$ cat src/sv/epou_pkg.sv
package epou_pkg;

  localparam int unsigned MaxEntries = 64;
  localparam int unsigned AddrW      = (MaxEntries > 1) ? $clog2(MaxEntries) : 1;
  localparam int unsigned CntW       = $clog2(MaxEntries + 1);
  localparam int unsigned WordW      = 32;
  localparam int unsigned ByteW      = 8;
  localparam int unsigned IndexW     = 6;
  localparam int unsigned RunW       = 2;

  localparam logic [ByteW-1:0] ByteZero   = 8'h00;
  localparam logic [ByteW-1:0] ByteEscape = 8'h03;

  localparam logic CmdOffset = 1'b0;
  localparam logic CmdByte   = 1'b1;

  typedef struct packed {
    logic [IndexW-1:0] entry_index;
    logic [WordW-1:0]  payload_offset;
    logic              past_end;
  } result_t;

  typedef struct packed {
    logic push;
    logic flush;
  } octl_t;

  typedef struct packed {
    logic ready;
    logic pend_valid;
  } ostat_t;

endpackage

$ cat src/sv/epou_entry_ram.sv
module epou_entry_ram (
  input  logic                             clk_i,
  input  logic                             we_i,
  input  logic [epou_pkg::AddrW-1:0]       waddr_i,
  input  logic [epou_pkg::WordW-1:0]       wdata_i,
  input  logic                             re_i,
  input  logic [epou_pkg::AddrW-1:0]       raddr_i,
  output logic [epou_pkg::WordW-1:0]       rdata_o
);

  logic [epou_pkg::WordW-1:0] mem_q [epou_pkg::MaxEntries];
  logic [epou_pkg::WordW-1:0] rdata_q;

  always_ff @(posedge clk_i) begin
    if (we_i) begin
      mem_q[waddr_i] <= wdata_i;
    end
  end

  always_ff @(posedge clk_i) begin
    if (re_i) begin
      rdata_q <= mem_q[raddr_i];
    end
  end

  assign rdata_o = rdata_q;

endmodule

$ cat src/sv/epou_out_stage.sv
module epou_out_stage (
  input  logic              clk_i,
  input  logic              rst_ni,
  input  epou_pkg::octl_t   ctl_i,
  input  epou_pkg::result_t res_i,
  output epou_pkg::ostat_t  stat_o,
  output logic              out_valid_o,
  input  logic              out_stall_i,
  output epou_pkg::result_t out_res_o,
  output logic              out_last_o
);

  logic              pend_valid_q, pend_valid_d;
  epou_pkg::result_t pend_res_q, pend_res_d;
  logic              out_valid_q, out_valid_d;
  epou_pkg::result_t out_res_q, out_res_d;
  logic              out_last_q, out_last_d;
  logic              out_free;

  assign out_free     = !out_valid_q || !out_stall_i;
  assign stat_o.ready = !pend_valid_q || out_free;
  assign stat_o.pend_valid = pend_valid_q;

  always_comb begin
    pend_valid_d = pend_valid_q;
    pend_res_d   = pend_res_q;
    out_valid_d  = out_valid_q;
    out_res_d    = out_res_q;
    out_last_d   = out_last_q;
    if (out_valid_q && !out_stall_i) begin
      out_valid_d = 1'b0;
    end
    if (ctl_i.push) begin
      if (pend_valid_q) begin
        out_valid_d = 1'b1;
        out_res_d   = pend_res_q;
        out_last_d  = 1'b0;
      end
      pend_valid_d = 1'b1;
      pend_res_d   = res_i;
    end else if (ctl_i.flush && pend_valid_q) begin
      out_valid_d  = 1'b1;
      out_res_d    = pend_res_q;
      out_last_d   = 1'b1;
      pend_valid_d = 1'b0;
    end
  end

  always_ff @(posedge clk_i or negedge rst_ni) begin
    if (!rst_ni) begin
      pend_valid_q <= 1'b0;
      out_valid_q  <= 1'b0;
    end else begin
      pend_valid_q <= pend_valid_d;
      out_valid_q  <= out_valid_d;
    end
  end

  always_ff @(posedge clk_i) begin
    pend_res_q <= pend_res_d;
    out_res_q  <= out_res_d;
    out_last_q <= out_last_d;
  end

  assign out_valid_o = out_valid_q;
  assign out_res_o   = out_res_q;
  assign out_last_o  = out_last_q;

  a_push_ready: assert property (@(posedge clk_i) disable iff (!rst_ni)
    ctl_i.push |-> stat_o.ready) else $error("push while stage full");

  a_flush_ready: assert property (@(posedge clk_i) disable iff (!rst_ni)
    ctl_i.flush |-> stat_o.ready) else $error("flush while stage full");

  a_one_op: assert property (@(posedge clk_i) disable iff (!rst_ni)
    !(ctl_i.push && ctl_i.flush)) else $error("push and flush together");

  a_spill: assert property (@(posedge clk_i) disable iff (!rst_ni)
    ctl_i.push && pend_valid_q |=> out_valid_o && !out_last_o)
    else $error("spilled word not marked as inner word");

endmodule

$ cat src/sv/entry_point_offset_unescaper_top.sv
// Channel  | Handshake                   | Word
// ---------+-----------------------------+-----------------------------------------------
// in       | in_valid_i / in_stall_o     | command_i, value_i, end_of_nal_i
// out      | out_valid_o / out_stall_i   | entry_index_o, payload_offset_o, past_end_o,
//          |                             | last_of_run_o
// cfg      | cfg_we_i                    | cfg_wdata_i (first_offset)
//
// An offset append, or a first byte that does not end its NAL, is taken in the idle state alone.
// A consumed byte passes accept, table read, compare and close, with one more compare per match;
// end of NAL adds a second read and compare when a byte was held, one fill step per unmatched
// entry and one clearing step. Each compare waits on the registered table read.
// Reset clears all counters and the output stage at once; the table needs no clearing.
// A stalled output holds the engine through a one-word pending stage plus the output register.
module entry_point_offset_unescaper_top (
  input  logic                                clk_i,
  input  logic                                rst_ni,
  input  logic                                cfg_we_i,
  input  logic [epou_pkg::WordW-1:0]          cfg_wdata_i,
  input  logic                                in_valid_i,
  output logic                                in_stall_o,
  input  logic                                command_i,
  input  logic [epou_pkg::WordW-1:0]          value_i,
  input  logic                                end_of_nal_i,
  output logic                                out_valid_o,
  input  logic                                out_stall_i,
  output logic [epou_pkg::IndexW-1:0]         entry_index_o,
  output logic [epou_pkg::WordW-1:0]          payload_offset_o,
  output logic                                past_end_o,
  output logic                                last_of_run_o
);

  typedef enum logic [2:0] {
    StIdle,
    StOrigin,
    StCompare,
    StFill,
    StDone
  } state_e;

  state_e                        state_q, state_d;
  logic [epou_pkg::WordW-1:0]    first_offset_q, first_offset_d;
  logic [epou_pkg::CntW-1:0]     entry_count_q, entry_count_d;
  logic [epou_pkg::CntW-1:0]     next_entry_q, next_entry_d;
  logic [epou_pkg::WordW-1:0]    raw_count_q, raw_count_d;
  logic [epou_pkg::WordW-1:0]    payload_count_q, payload_count_d;
  logic [epou_pkg::WordW-1:0]    raw_origin_q, raw_origin_d;
  logic [epou_pkg::WordW-1:0]    payload_origin_q, payload_origin_d;
  logic                          origin_found_q, origin_found_d;
  logic [epou_pkg::RunW-1:0]     zero_run_q, zero_run_d;
  logic [epou_pkg::ByteW-1:0]    held_byte_q, held_byte_d;
  logic                          held_valid_q, held_valid_d;
  logic [epou_pkg::ByteW-1:0]    cur_byte_q, cur_byte_d;
  logic                          has_next_q, has_next_d;
  logic                          pass2_q, pass2_d;
  logic                          eon_q, eon_d;

  logic                          in_acc;
  logic                          has_entry;
  logic                          hit;
  logic                          drop_byte;
  logic [epou_pkg::CntW-1:0]     nxt_ptr;
  logic [epou_pkg::WordW-1:0]    dist_raw;
  logic [epou_pkg::WordW-1:0]    dist_pay;

  logic                          ram_we;
  logic                          ram_re;
  logic [epou_pkg::AddrW-1:0]    ram_raddr;
  logic [epou_pkg::WordW-1:0]    ram_rdata;

  epou_pkg::octl_t               octl;
  epou_pkg::ostat_t              ostat;
  epou_pkg::result_t             res;
  epou_pkg::result_t             out_res;

  assign in_stall_o = (state_q != StIdle);
  assign in_acc     = in_valid_i && (state_q == StIdle);
  assign dist_raw   = raw_count_q - raw_origin_q;
  assign dist_pay   = payload_count_q - payload_origin_q;
  assign has_entry  = next_entry_q < entry_count_q;
  assign hit        = origin_found_q && has_entry && (dist_raw == ram_rdata);
  assign nxt_ptr    = next_entry_q + epou_pkg::CntW'(1);
  assign drop_byte  = (zero_run_q >= epou_pkg::RunW'(2)) && (cur_byte_q == epou_pkg::ByteEscape)
                      && !(has_next_q && (held_byte_q > epou_pkg::ByteEscape));
  assign ram_we     = in_acc && (command_i == epou_pkg::CmdOffset)
                      && (entry_count_q < epou_pkg::CntW'(epou_pkg::MaxEntries));

  assign res.entry_index    = epou_pkg::IndexW'(next_entry_q);
  assign res.payload_offset = dist_pay;
  assign res.past_end       = (state_q == StFill);

  always_comb begin
    state_d          = state_q;
    first_offset_d   = first_offset_q;
    entry_count_d    = entry_count_q;
    next_entry_d     = next_entry_q;
    raw_count_d      = raw_count_q;
    payload_count_d  = payload_count_q;
    raw_origin_d     = raw_origin_q;
    payload_origin_d = payload_origin_q;
    origin_found_d   = origin_found_q;
    zero_run_d       = zero_run_q;
    held_byte_d      = held_byte_q;
    held_valid_d     = held_valid_q;
    cur_byte_d       = cur_byte_q;
    has_next_d       = has_next_q;
    pass2_d          = pass2_q;
    eon_d            = eon_q;
    ram_re           = 1'b0;
    ram_raddr        = next_entry_q[epou_pkg::AddrW-1:0];
    octl             = '0;

    if (cfg_we_i) begin
      first_offset_d = cfg_wdata_i;
    end

    unique case (state_q)
      StIdle: begin
        if (in_acc) begin
          if (command_i == epou_pkg::CmdOffset) begin
            if (ram_we) begin
              entry_count_d = entry_count_q + epou_pkg::CntW'(1);
            end
          end else begin
            held_byte_d  = value_i[epou_pkg::ByteW-1:0];
            cur_byte_d   = held_valid_q ? held_byte_q : value_i[epou_pkg::ByteW-1:0];
            has_next_d   = held_valid_q;
            pass2_d      = held_valid_q && end_of_nal_i;
            eon_d        = end_of_nal_i;
            held_valid_d = 1'b1;
            if (held_valid_q || end_of_nal_i) begin
              state_d = StOrigin;
            end
          end
        end
      end
      StOrigin: begin
        if (!origin_found_q && (payload_count_q == first_offset_q)) begin
          raw_origin_d     = raw_count_q;
          payload_origin_d = payload_count_q;
          origin_found_d   = 1'b1;
        end
        ram_re  = 1'b1;
        state_d = StCompare;
      end
      StCompare: begin
        if (hit) begin
          if (ostat.ready) begin
            octl.push    = 1'b1;
            next_entry_d = nxt_ptr;
            ram_re       = 1'b1;
            ram_raddr    = nxt_ptr[epou_pkg::AddrW-1:0];
          end
        end else begin
          raw_count_d = raw_count_q + epou_pkg::WordW'(1);
          if (drop_byte) begin
            zero_run_d = '0;
          end else begin
            payload_count_d = payload_count_q + epou_pkg::WordW'(1);
            if (cur_byte_q == epou_pkg::ByteZero) begin
              zero_run_d = (zero_run_q >= epou_pkg::RunW'(2)) ? epou_pkg::RunW'(2)
                                                              : zero_run_q + epou_pkg::RunW'(1);
            end else begin
              zero_run_d = '0;
            end
          end
          if (pass2_q) begin
            cur_byte_d = held_byte_q;
            has_next_d = 1'b0;
            pass2_d    = 1'b0;
            state_d    = StOrigin;
          end else if (eon_q) begin
            state_d = StFill;
          end else begin
            state_d = StDone;
          end
        end
      end
      StFill: begin
        if (has_entry) begin
          if (ostat.ready) begin
            octl.push    = 1'b1;
            next_entry_d = nxt_ptr;
          end
        end else begin
          entry_count_d    = '0;
          next_entry_d     = '0;
          raw_count_d      = '0;
          payload_count_d  = '0;
          raw_origin_d     = '0;
          payload_origin_d = '0;
          origin_found_d   = 1'b0;
          zero_run_d       = '0;
          held_byte_d      = '0;
          held_valid_d     = 1'b0;
          state_d          = StDone;
        end
      end
      StDone: begin
        if (!ostat.pend_valid) begin
          state_d = StIdle;
        end else if (ostat.ready) begin
          octl.flush = 1'b1;
          state_d    = StIdle;
        end
      end
      default: begin
        state_d = StIdle;
      end
    endcase
  end

  always_ff @(posedge clk_i or negedge rst_ni) begin
    if (!rst_ni) begin
      state_q          <= StIdle;
      first_offset_q   <= '0;
      entry_count_q    <= '0;
      next_entry_q     <= '0;
      raw_count_q      <= '0;
      payload_count_q  <= '0;
      raw_origin_q     <= '0;
      payload_origin_q <= '0;
      origin_found_q   <= 1'b0;
      zero_run_q       <= '0;
      held_byte_q      <= '0;
      held_valid_q     <= 1'b0;
      cur_byte_q       <= '0;
      has_next_q       <= 1'b0;
      pass2_q          <= 1'b0;
      eon_q            <= 1'b0;
    end else begin
      state_q          <= state_d;
      first_offset_q   <= first_offset_d;
      entry_count_q    <= entry_count_d;
      next_entry_q     <= next_entry_d;
      raw_count_q      <= raw_count_d;
      payload_count_q  <= payload_count_d;
      raw_origin_q     <= raw_origin_d;
      payload_origin_q <= payload_origin_d;
      origin_found_q   <= origin_found_d;
      zero_run_q       <= zero_run_d;
      held_byte_q      <= held_byte_d;
      held_valid_q     <= held_valid_d;
      cur_byte_q       <= cur_byte_d;
      has_next_q       <= has_next_d;
      pass2_q          <= pass2_d;
      eon_q            <= eon_d;
    end
  end

  epou_entry_ram u_entry_ram (
    .clk_i   (clk_i),
    .we_i    (ram_we),
    .waddr_i (entry_count_q[epou_pkg::AddrW-1:0]),
    .wdata_i (value_i),
    .re_i    (ram_re),
    .raddr_i (ram_raddr),
    .rdata_o (ram_rdata)
  );

  epou_out_stage u_out_stage (
    .clk_i       (clk_i),
    .rst_ni      (rst_ni),
    .ctl_i       (octl),
    .res_i       (res),
    .stat_o      (ostat),
    .out_valid_o (out_valid_o),
    .out_stall_i (out_stall_i),
    .out_res_o   (out_res),
    .out_last_o  (last_of_run_o)
  );

  assign entry_index_o    = out_res.entry_index;
  assign payload_offset_o = out_res.payload_offset;
  assign past_end_o       = out_res.past_end;

  a_ptr_bound: assert property (@(posedge clk_i) disable iff (!rst_ni)
    next_entry_q <= entry_count_q) else $error("entry pointer beyond table fill");

  a_out_hold: assert property (@(posedge clk_i) disable iff (!rst_ni)
    out_valid_o && out_stall_i |=> out_valid_o && $stable(entry_index_o)
      && $stable(payload_offset_o) && $stable(past_end_o) && $stable(last_of_run_o))
    else $error("stalled word changed");

  a_run_sat: assert property (@(posedge clk_i) disable iff (!rst_ni)
    zero_run_q <= epou_pkg::RunW'(2)) else $error("zero run beyond two");

endmodule

$ cat config.mk
export PLATFORM = sky130hd
export DESIGN_NAME = entry_point_offset_unescaper_top
export DESIGN_NICKNAME = d
export VERILOG_FILES = /design/src/sv/epou_pkg.sv /design/src/sv/epou_entry_ram.sv /design/src/sv/epou_out_stage.sv /design/src/sv/entry_point_offset_unescaper_top.sv
export SDC_FILE = /design/constraint.sdc
export NUM_CORES = 2
export LEC_CHECK = 0
export ABC_AREA = 1
export ABC_CLOCK_PERIOD_IN_PS = 5350
export BUFFER_PORTS_ARGS = -buffer_cell sky130_fd_sc_hd__clkbuf_2
export CAP_MARGIN = 20
export CORE_UTILIZATION = 55
export CTS_BUF_LIST = sky130_fd_sc_hd__clkbuf_4
export DETAILED_ROUTE_END_ITERATION = 12
export PLACE_DENSITY = 0.74
export SYNTH_ARGS = -nofsm -noshare
export SYNTH_HDL_FRONTEND = slang
export SYNTH_HIERARCHICAL = 1
export SYNTH_SLANG_ARGS = --single-unit
$ cat constraint.sdc
create_clock -name clk_i -period 5.35 [get_ports clk_i]
set_clock_uncertainty 0.15 [all_clocks]
set_input_delay 0.2675 -clock clk_i [delete_from_list [all_inputs] [get_ports clk_i]]
set_output_delay 0.2675 -clock clk_i [all_outputs]
set_load 0.01 [all_outputs]
==> flow_summary.json <==
{
  "status": "finished clean",
  "cp_slowest_cell": "dfrtp_1",
  "regArea_sq_mm": 0.0699,
  "worstPathRequired_ns": 6.42,
  "hold_viol": 0,
  "initial_core_util_pct": 55.6,
  "critical_path.endpoint": "u_entry_ram/rdata_o[21]",
  "seq_area_frac_synth_pct": 69.2,
  "rsz0062_at_grt": "yes",
  "antenna_found_initial": 11,
  "route.detailed.wl_per_inst_um": 24.0,
  "netlist_area_sq_mm": 0.101,
  "synth_seq_cells": 2361,
  "dr.pass1.iters": 6,
  "die_h_um": 431,
  "clk_latency_ns": 1.43,
  "num_vias": 76500,
  "maxCapViolations": 0,
  "reg2reg_to": "u_entry_ram/rdata_o[21]",
  "ctsHtreeMaxLevel": 6,
  "fmax_mhz": 194,
  "drtAntennaViolNets": 0,
  "drc": 0,
  "tns_ns": 0,
  "instances_no_fill": 12900,
  "final_common_cell": "nand2_1",
  "grt_use_total_pct": 32.7,
  "slew_violations": 0,
  "hp-class": "input pin to register",
  "crit_fanout": 30,
  "hpwl_mm": 184,
  "final_core_util_pct": 64.4,
  "synth-edff-count": 2159,
  "grt_max_degree": 102,
  "postSynthAreaPerCell_sq_um": 11.0,
  "die_w_um": 431,
  "finalCritPeriodShare_pct": 96.4,
  "syn-num-nets": 9342,
  "synthesis.instances": 9197,
  "tightest_slew_ns": 1.18,
  "pin_count": 113,
  "cts_root_buf": "clkbuf_4",
  "port_buffers": 112,
  "clock_sinks": 2361,
  "core_area_sq_mm": 0.182,
  "final_nets": 10200,
  "startpoint": "raw_count_q[0]",
  "rows": 156,
  "clk_pin_slew_ns": 0.07,
  "ys.flop_type": "edfxtp_1",
  "worst_setup_path_end_kind": "register",
  "multiInputGateArea_sq_mm": 0.0280,
  "crit_path_start_kind": "register",
  "setup_viol": 0,
  "final_layout_size_suffix_gt1_share_pct": 15.7,
  "syn_to_final_growth_pct": 15.7,
  "synthDistinctLibCells": 54,
  "ys_warn_count": 6,
  "dp_cells": 11700,
  "rrSetupSlack_ns": 0.19,
  "layout_common_cells": "2963 x nand2_1, 2159 x edfxtp_1, 1994 x nand3_1",
  "rr_startpoint": "raw_count_q[0]",
  "drtIter0Drc": 10500,
  "rr_worst_depth": 28,
  "p_per_area_mw_per_mm2": 476,
  "nFillCells": 13600,
  "grt_pass1_wl_mm": 453,
  "die_area_sq_mm": 0.185,
  "crit_type": "register to register",
  "grt_pass1_vias": 74500,
  "gp_congestion": 0.974,
  "routed_wl_mm": 309,
  "via_per_inst": 5.95,
  "slew_headroom_pct": 21.0,
  "leakage_nw": 44.7,
  "holdWs_ns": 0.116,
  "clockBufferDepth": 4,
  "critPathMostFrequentCell": "nand2_1",
  "cts_inserted_buffers": 603,
  "vdd_ir_drop_max_uv": 280,
  "cts_tree": "yes",
  "async_flop_share_pct": 8.56,
  "period_minus_slack_ns": 5.16,
  "cpPeakStageDelay_ns": 0.39,
  "arrival_ns": 6.23,
  "grt-ovfl-total": 0
}
==> layer usage <==
metal | up-vias | share of wire [%] | global-route usage [%]
met5 | - | 0.027 | 0
met1 | 36300 | 36 | 42.0
met3 | 938 | 13 | 8.13
met4 | 12 | 5.9 | 18.5
met2 | 5244 | 45 | 51.0
li1 | 34000 | - | -
==> sequential cells by signal, indices dropped and copies added (netlist names), 8 cells and up <==
register                count
u_out_stage/out_res_o      39
cur_byte_q                  8
u_entry_ram/mem_q        2048
raw_count_q                32
payload_origin_q           32
raw_origin_q               32
u_out_stage/pend_res_q     39
payload_count_q            32
u_entry_ram/rdata_o        32
held_byte_q                 8
first_offset_q             32
==> synth_stat cells (9+ instances only) <==
cell         n  area (sq um)
mux2_2      13           146
xnor2_1     32           280
nand2_1   2972         11200
buf_4       38           285
o21ai_0    140           701
a21oi_1     67           335
nand3b_1    22           165
or2_2       17           106
inv_1      375          1410
buf_6       25           282
buf_2      261          1310
dfrtp_1    202          5050
a31oi_1      9          56.3
buf_1       59           221
nor3_1      76           380
xor2_1      76           666
o21ai_1     39           195
clkbuf_1   119           447
edfxtp_1  2159         64800
ha_1        72           901
nand4_1     55           344
nor2_1     239           897
nand3_1   2031         10200
nor4_1      24           150
==> metrics by stage <==
step	power (mW)	worst slack, ns	area [sq um]
floorplan	32.8	0.0204	101000
global route	58.1	-0.0501	117000
global placement	39.6	-0.103	107000
finish	55.7	0.193	117000
CTS	54.8	0.00479	116000
detailed placement	40.0	-0.203	107000
==> area by class of cell <==
cell class	instances	share of cell area (%)
antenna	14	0.0300
tap	2449	2.62
timing repair buffer	727	6.21
sequential	2361	59.8
timing repair inverter	2	0.0193
clock inverter	112	0.512
inverter	384	1.29
multi-input combinational	5948	23.9
clock buffer	874	5.61
==> where the power goes <==
| part | leakage (nW) | internal (mW) | switching (mW) |
|---|---|---|---|
| registers | 22.1 | 20.9 | 0.596 |
| clock network | 4.32 | 7.67 | 7.16 |
| logic | 18.3 | 6.19 | 13.1 |
| total | 44.7 | 34.8 | 20.9 |
==> worst min-delay path by stage <==
stage	startpoint	end	cells after the start
6_report	value_i[2]	u_entry_ram/mem_q[29][2]	3
5_1_grt	value_i[2]	u_entry_ram/mem_q[9][2]	3
4_1_cts	value_i[2]	u_entry_ram/mem_q[9][2]	3
3_5_place_dp	u_out_stage/pend_res_q[18]	u_out_stage/out_res_o[18]	0
3_3_place_gp	rst_ni	first_offset_q[7]	1
2_1_floorplan	rst_ni	cur_byte_q[0]	0
==> critical path: cells and delay by family, from the launching register on <==
family | cells | cell delay [ns]
adder cells (fa/ha/maj) | 2 | 0.60
AND/OR/NAND/NOR | 18 | 2.45
buffers and inverters | 7 | 1.09
AO/OA/AOI/OAI | 1 | 0.22
flip-flops | 1 | 0.39
==> timing repair <==
item                                    in CTS  in global routing
endpoints found under the setup margin      10                 32
hold endpoints to repair                  2478                 14
gates cloned                                 0                  8
resized for setup                           15                 74
hold buffers                               192                  3
pin swaps                                    0                  6
buffers inserted                             0                  9
==> cells by family after synthesis <==
family / after synthesis / synth area share [%]
AO/OA/AOI/OAI: 288 / 1.52
flip-flops: 2361 / 69.2
buffers and inverters: 888 / 3.97
multiplexers: 14 / 0.155
AND/OR/NAND/NOR: 5464 / 23.3
adder cells (fa/ha/maj): 74 / 0.931
XOR/XNOR: 108 / 0.936
(Power assumes the default switching activity.)
